$ cat src/oss_pkg.sv
`default_nettype none
// ----------------------------------------------------------------------------
// oss_pkg
// Shared types and constants for the ordered selection set.
// ----------------------------------------------------------------------------
package oss_pkg;

    localparam int CAPACITY = 1024;
    localparam int ADDR_W   = $clog2(CAPACITY);
    localparam int CNT_W    = 11;
    localparam int ID_W     = 32;

    typedef logic [ID_W-1:0]   id_t;
    typedef logic [CNT_W-1:0]  cnt_t;
    typedef logic [ADDR_W-1:0] addr_t;

    typedef enum logic [1:0] {
        KIND_ADD    = 2'd0,
        KIND_REMOVE = 2'd1,
        KIND_CLEAR  = 2'd2,
        KIND_FLUSH  = 2'd3
    } kind_t;

    typedef enum logic [1:0] {
        ST_OK        = 2'd0,
        ST_FULL      = 2'd1,
        ST_NOT_FOUND = 2'd2
    } status_t;

    // Final update applied when a result is produced
    typedef enum logic [2:0] {
        ACT_PROMOTE = 3'd0,
        ACT_APPEND  = 3'd1,
        ACT_FULL    = 3'd2,
        ACT_REMOVE  = 3'd3,
        ACT_MISSING = 3'd4,
        ACT_CLEAR   = 3'd5,
        ACT_FLUSH   = 3'd6
    } act_t;

    typedef struct packed {
        logic load;      // capture id, restart walk pointer
        logic walk;      // read entry at pointer, advance
        logic seek;      // pointer to hit position + 1
        logic shift_wr;  // write pending read data one place down
        logic commit;    // apply act and load result register
        act_t act;
    } cmd_t;

    typedef struct packed {
        logic hit;
        logic walk_end;
        logic full;
        logic out_free;
    } sts_t;

endpackage : oss_pkg
`default_nettype wire

$ cat src/oss_ctrl.sv
`default_nettype none
// ----------------------------------------------------------------------------
// oss_ctrl
// Sequencer: search walk, compaction walk, then commit of the result.
// ----------------------------------------------------------------------------
module oss_ctrl (
    input  wire logic          clk,
    input  wire logic          rst_n,
    input  wire logic          req_valid,
    output logic               req_ready,
    input  wire logic [1:0]    req_kind,
    input  wire oss_pkg::sts_t sts,
    output oss_pkg::cmd_t      cmd
);

    typedef enum logic [3:0] {
        S_IDLE   = 4'b0001,
        S_SCAN   = 4'b0010,
        S_SHIFT  = 4'b0100,
        S_FINISH = 4'b1000
    } state_t;

    state_t         state_reg, state_next;
    oss_pkg::kind_t kind_reg, kind_next;
    oss_pkg::act_t  act_reg, act_next;
    logic           accept;

    assign req_ready = (state_reg == S_IDLE);
    assign accept    = req_valid && req_ready;

    always_comb
    begin
        state_next   = state_reg;
        kind_next    = kind_reg;
        act_next     = act_reg;
        cmd          = '0;
        cmd.act      = act_reg;
        case (state_reg)
            S_IDLE:
            begin
                if (accept)
                begin
                    cmd.load  = 1'b1;
                    kind_next = oss_pkg::kind_t'(req_kind);
                    case (oss_pkg::kind_t'(req_kind))
                        oss_pkg::KIND_ADD, oss_pkg::KIND_REMOVE:
                        begin
                            state_next = S_SCAN;
                        end
                        oss_pkg::KIND_CLEAR:
                        begin
                            act_next   = oss_pkg::ACT_CLEAR;
                            state_next = S_FINISH;
                        end
                        default:
                        begin
                            act_next   = oss_pkg::ACT_FLUSH;
                            state_next = S_FINISH;
                        end
                    endcase
                end
            end
            S_SCAN:
            begin
                if (sts.hit)
                begin
                    if (kind_reg == oss_pkg::KIND_ADD)
                    begin
                        act_next   = oss_pkg::ACT_PROMOTE;
                        state_next = S_FINISH;
                    end
                    else
                    begin
                        cmd.seek   = 1'b1;
                        state_next = S_SHIFT;
                    end
                end
                else if (sts.walk_end)
                begin
                    if (kind_reg == oss_pkg::KIND_ADD)
                        act_next = sts.full ? oss_pkg::ACT_FULL : oss_pkg::ACT_APPEND;
                    else
                        act_next = oss_pkg::ACT_MISSING;
                    state_next = S_FINISH;
                end
                else
                begin
                    cmd.walk = 1'b1;
                end
            end
            S_SHIFT:
            begin
                cmd.shift_wr = 1'b1;
                if (sts.walk_end)
                begin
                    act_next   = oss_pkg::ACT_REMOVE;
                    state_next = S_FINISH;
                end
                else
                begin
                    cmd.walk = 1'b1;
                end
            end
            S_FINISH:
            begin
                if (sts.out_free)
                begin
                    cmd.commit = 1'b1;
                    state_next = S_IDLE;
                end
            end
            default:
            begin
                state_next = S_IDLE;
            end
        endcase
    end

    always_ff @(posedge clk or negedge rst_n)
    begin
        if (!rst_n)
        begin
            state_reg <= S_IDLE;
            kind_reg  <= oss_pkg::KIND_ADD;
            act_reg   <= oss_pkg::ACT_CLEAR;
        end
        else
        begin
            state_reg <= state_next;
            kind_reg  <= kind_next;
            act_reg   <= act_next;
        end
    end

    a_accept_leaves_idle: assert property (@(posedge clk) disable iff (!rst_n)
        accept |=> state_reg != S_IDLE)
        else $error("accepted beat did not start work");

    a_commit_returns_idle: assert property (@(posedge clk) disable iff (!rst_n)
        cmd.commit |=> state_reg == S_IDLE)
        else $error("commit did not end the item");

    a_shift_only_on_remove: assert property (@(posedge clk) disable iff (!rst_n)
        state_reg == S_SHIFT |-> kind_reg == oss_pkg::KIND_REMOVE)
        else $error("compaction on a non-remove item");

endmodule : oss_ctrl
`default_nettype wire

$ cat config.mk
export PLATFORM = sky130hd
export DESIGN_NAME = oss_ctrl
export DESIGN_NICKNAME = d
export VERILOG_FILES = /design/src/oss_pkg.sv /design/src/oss_ctrl.sv
export SDC_FILE = /design/constraint.sdc
export NUM_CORES = 1
export LEC_CHECK = 0
export BUFFER_PORTS_ARGS = -buffer_cell sky130_fd_sc_hd__buf_2
export CORE_AREA = 2 2 39 41
export DETAILED_ROUTE_END_ITERATION = 6
export DIE_AREA = 0 0 41 43
export PLACE_DENSITY = 0.73
export RECOVER_POWER = 100
export SYNTH_ARGS = -nofsm -noshare
export SYNTH_HDL_FRONTEND = slang
export SYNTH_SLANG_ARGS = --single-unit
export TNS_END_PERCENT = 30
$ cat constraint.sdc
create_clock -name clk -period 1.71 [get_ports clk]
set_input_delay 0 -clock clk [delete_from_list [all_inputs] [get_ports clk]]
set_output_delay 0 -clock clk [all_outputs]
set_load 0.03 [all_outputs]
Yosys cells after proc, flatten, opt, wreduce, memory -nomap -nowiden
Cells that the tools add are included. W data, S select, Z words.

Flip-flop bits (word level): 9. Input bits: 9. Output and inout port bits: 9. Logic and storage cells: 50.

Eq/ne operators: 12. Mux-type cells: 27. Reductions and logical operators: 8.

Operator list (number): $mux W4 (6); $mux W3 (6); $pmux W4 S4 (1); $mux W1 (10); $pmux W3 S3 (1); $ne A2 B2 Y1 const B (3); $ne A3 B3 Y1 const B (2); $pmux W3 S2 (1); $reduce_and A6 Y1 (1); $eq A4 B1 Y1 const B (1); $eq A4 B2 Y1 const B (1); $eq A4 B3 Y1 const B (1); $eq A4 B4 Y1 const B (1); $logic_not A2 Y1 (2); $reduce_and A2 Y1 (2); $reduce_bool A3 Y1 (1); $eq A2 B1 Y1 const B (1); $eq A2 B2 Y1 const B (1); $mux W2 (1); $ne A2 B1 Y1 const B (1); $pmux W1 S2 (1); $reduce_or A2 Y1 (1); $logic_and A1 B1 Y1 (1).

Depth between registers and ports, before layout
Depth in word-level cells: 5. Depth in mapped cells: 5. Gate-level depth less buffers: 4.

Worst setup path after synthesis
OpenSTA, ideal clock, no wires.

Path type: flip-flop to flip-flop. Start point: register state_reg[0]. End point: register kind_reg[0]. Setup time: 125 ps. Arrival: 2387 ps. Required time: 1585 ps. Path slack: -802 ps. Stages on the path, launching flop included: 4. Buffers on the path: 0. Clock period less this slack: 2512 ps. Cell sequence: dfstp_2 > nor4b_1 > nand2_1 > mux2_2.

Word-level cells in the longest chain between the ends: 3.

Ends and longest elaborated chain: start: declaration (RTL line oss_ctrl.sv:23) `state_t state_reg, state_next;`; start signal: assignment (RTL line oss_ctrl.sv:129) `state_reg <= state_next;`; $eq A4 B1 Y1 (*) (RTL line oss_ctrl.sv:28) `assign req_ready = (state_reg == S_IDLE);`; named net req_ready (RTL line oss_ctrl.sv:10) `output logic req_ready,`; $logic_and A1 B1 Y1 (RTL line oss_ctrl.sv:29) `assign accept = req_valid && req_ready;`; $reduce_and A2 Y1 (no source line) (*); end signal: assignment (RTL line oss_ctrl.sv:124) `kind_reg <= oss_pkg::KIND_ADD;`; end signal: assignment (RTL line oss_ctrl.sv:130) `kind_reg <= kind_next;`; end: declaration (RTL line oss_ctrl.sv:24) `oss_pkg::kind_t kind_reg, kind_next;`.

Mark *: on every way through the listed nets, which the timed path passes. The rest lies on a longest branch. A chain may end at the register's enable or synchronous reset.

Worst setup path in the final report
Start point: register state_reg[2]. End point: register act_reg[1].

Word-level cells in the longest chain between the ends: 4. Elaborated cells between the ends (all ways): 12. Classes of those cells: eq/ne (8); mux (1); reduce/logical (3).

Ends and longest elaborated chain: $eq A4 B1 Y1 (RTL line oss_ctrl.sv:28, oss_ctrl.sv:38); $logic_and A1 B1 Y1 (RTL line oss_ctrl.sv:29); $ne A2 B1 Y1 (no source line); $reduce_and A6 Y1 (no source line); end signal: assignment (RTL line oss_ctrl.sv:125) `act_reg <= oss_pkg::ACT_CLEAR;`; end signal: assignment (RTL line oss_ctrl.sv:131) `act_reg <= act_next;`; end: declaration (RTL line oss_ctrl.sv:25) `oss_pkg::act_t act_reg, act_next;`.

Several ways; a longest one is shown, not always the timed one.

==> qor.yml <==
final_layout:
  stdcell_area_um2: 862
  fill_cells: 117
  diodes: 0
  nNetsFinal: 95
  drive_gt1_frac: 0.541
  largest_reg_flops: 4
  stdcell_count: 101
  final_cell_mix: "12 x buf_2, 8 x buf_4, 6 x inv_1, 6 x dfrtp_1, 5 x clkbuf_1"
  area_growth_pct: 61.0
  final_util: 0.623
  layout.cells.most_common: "buf_2"
placement:
  hpwl_um: 974
  placed_area_um2: 734
  portBuffers: 17
  dp.cells: 91
  gp_congestion: 0.791
synthesis:
  syn_avg_cell_area_um2: 10.7
  yosysWarnings: 0
  ys_types: 28
  syn-instance-count: 50
  syn_nets: 59
  netlist_area_um2: 536
  synth_seq_cells: 9
  yosysSeqAreaShare: 0.428
critical_path:
  start_kind: "register"
  cpPeakStageDelay_ps: 390
  worstPathRequired_ps: 1860
  path_class: "reg -> reg"
  slowest_stage: "dfrtp_1"
  cp_max_fo: 4
  endpoint_kind: "register"
  path_cells: "buf_6 -> buf_12 -> o21ai_1 -> o311ai_2 -> buf_4 -> nor3_4 -> mux2_4"
  reg2reg_depth: 7
  cp.arrival_ps: 1870
sta:
  hold_viol: 0
  setup_viol: 3
  relSlewSlack: 0.659
  setup_slack_ps: -13.5
  final_max_slew_viol_count: 0
  fin_tns_setup_ps: -31.1
  fmaxAchievable_ghz: 0.580
  finClkSkew_ps: 4.15
  finalCritPeriodShare: 1.01
  tightestPinTransition_ps: 512
  fin_crit_ps: 1720
  grt_setup_unrepaired: "true"
global_routing:
  grt.total_usage: 0.188
  use_met2: 0.281
  grt-busiest-layer: "met2"
  grt_overflow_total: 0
  use_met1: 0.218
  grt_max_degree: 10
  antenna_found_initial: 0
  grt_pass1_vias: 477
  grt_util_met3: 0.0314
  grt_pass1_wl_um: 2080
power_and_ir_drop:
  swShare: 0.405
  p_comb_frac: 0.542
  p_leak_nw: 0.412
  power_density_nw_per_um2: 1390
  pwr-share-clk: 0.140
  internal_power_w: 0.000711
  p_switching_w: 0.000484
  p_total_w: 0.00120
  vdd_ir_drop_max_mv: 0.675
  seq_power_share: 0.318
status:
  violations: "setup timing"
  status: "finished with violations"
cts:
  path_clk_slew_ps: 60
  cts_buffers: 3
  htreeDepth: 1
  clockBufferDepth: 2
  clk_latency_ps: 270
  clkSinkCount: 9
  cts_tree: "done"
  cts_root_buffer: "clkbuf_4"
floorplanning:
  die_area_um2: 1760
  die_w_um: 41
  ios: 18
  die_h_um: 43
  core_area_um2: 1380
  rows: 14
  initial_core_util: 0.387
detailed_routing:
  drc: 0
  wl_um: 1330
  drt_iter0_markers: 4
  routed_via_density: 5.17
  firstDrtPassIters: 4
  ant_nets: 0
  vias: 522
  wl_per_cell_um: 13.2
min_path:
  hold_class: "in -> reg"
  holdPathStages: 3
flow_run:
  max_cap_viol_count: 0
==> worst paths after layout <==
kind                                     startpoint                      end  slack, ps
hold / removal                            req_valid  kind_reg[1]$_DFFE_PN0P_         40
setup reg to reg           state_reg[2]$_DFFE_PN0P_   act_reg[1]$_DFFE_PN0P_        -10
setup / recovery           state_reg[2]$_DFFE_PN0P_   act_reg[1]$_DFFE_PN0P_        -10
min in group asynchronous                     rst_n  kind_reg[0]$_DFFE_PN0P_        210
max in group asynchronous                     rst_n   act_reg[2]$_DFFE_PN1P_       1140
hold reg to reg              act_reg[1]$_DFFE_PN0P_   act_reg[1]$_DFFE_PN0P_        510
==> cell families after synthesis <==
kind of cell	count (synthesis)	synth area share
compound gates	12	0.199
simple gates	18	0.227
buf+inv	7	0.0631
flops	9	0.428
mux	4	0.0841
==> worst max-delay path, delay by kind of cell, from the launching register on <==
| family | cells | cell delay (ps) |
|---|---|---|
| multiplexers | 1 | 320 |
| flip-flops | 1 | 390 |
| AND/OR/NAND/NOR | 1 | 260 |
| AO/OA/AOI/OAI | 2 | 220 |
| buffers and inverters | 3 | 410 |
==> Yosys cell counts <==
cell | n | area, um2
dfrtp_1 | 6 | 150
inv_1 | 6 | 22.5
nand2_1 | 4 | 15.0
dfstp_2 | 3 | 78.8
nor2b_1 | 3 | 18.8
mux2_1 | 2 | 22.5
mux2_2 | 2 | 22.5
nor2_1 | 2 | 7.51
o21ai_0 | 2 | 10.0
or4b_1 | 2 | 20.0
a21boi_0 | 1 | 7.51
a21o_1 | 1 | 7.51
a221o_1 | 1 | 10.0
a22o_1 | 1 | 8.76
and2_1 | 1 | 6.26
and3b_2 | 1 | 10.0
buf_6 | 1 | 11.3
nor3_2 | 1 | 10.0
nor4_1 | 1 | 6.26
nor4_2 | 1 | 12.5
nor4b_1 | 1 | 8.76
o21ai_1 | 1 | 5.00
o22ai_1 | 1 | 6.26
o22ai_4 | 1 | 20.0
o2bb2ai_2 | 1 | 15.0
o311ai_1 | 1 | 8.76
o31ai_1 | 1 | 7.51
or2_2 | 1 | 6.26
==> layer usage <==
metal / routed length [um] / up-vias
met4: 48 / 0
met2: 676 / 22
met5: 0 / -
met3: 69 / 4
li1: - / 251
met1: 534 / 245
==> power by group through the flow <==
stage | clock [W] | sequential, W | combinational, W
after floorplan | 0 | 0.000433 | 0.000364
after global placement | 0 | 0.000371 | 0.000610
after detailed placement | 0 | 0.000379 | 0.000612
after CTS | 0.000178 | 0.000380 | 0.000629
after global routing | 0.000191 | 0.000395 | 0.000698
final | 0.000167 | 0.000380 | 0.000648
==> through the flow <==
step | hold slack (ps) | setup WS, ps
floorplan | -296 | -41.1
global placement | -138 | -25.9
detailed placement | -134 | -36.4
CTS | 38.8 | -14.2
global route | 60.8 | -82.4
finish | 41.0 | -13.5
==> timing repair <==
action                     CTS  global route
setup buffers                1             1
setup endpoints to repair    5             8
hold endpoints to repair    11             0
cloned                       1             0
pin swaps                    5             1
resized for setup            6             7
hold buffers                 3             0
==> final cells by class <==
type                            count  area (um2)  share of cell area
Clock buffer                        4        26.3              0.0305
Inverter                            6        22.5              0.0261
Multi-Input combinational cell     34         334               0.388
Sequential cell                     9         229               0.266
Tap cell                           16        20.0              0.0232
Timing Repair Buffer               32         230               0.267
No activity file was read; power rests on OpenSTA's default activity.
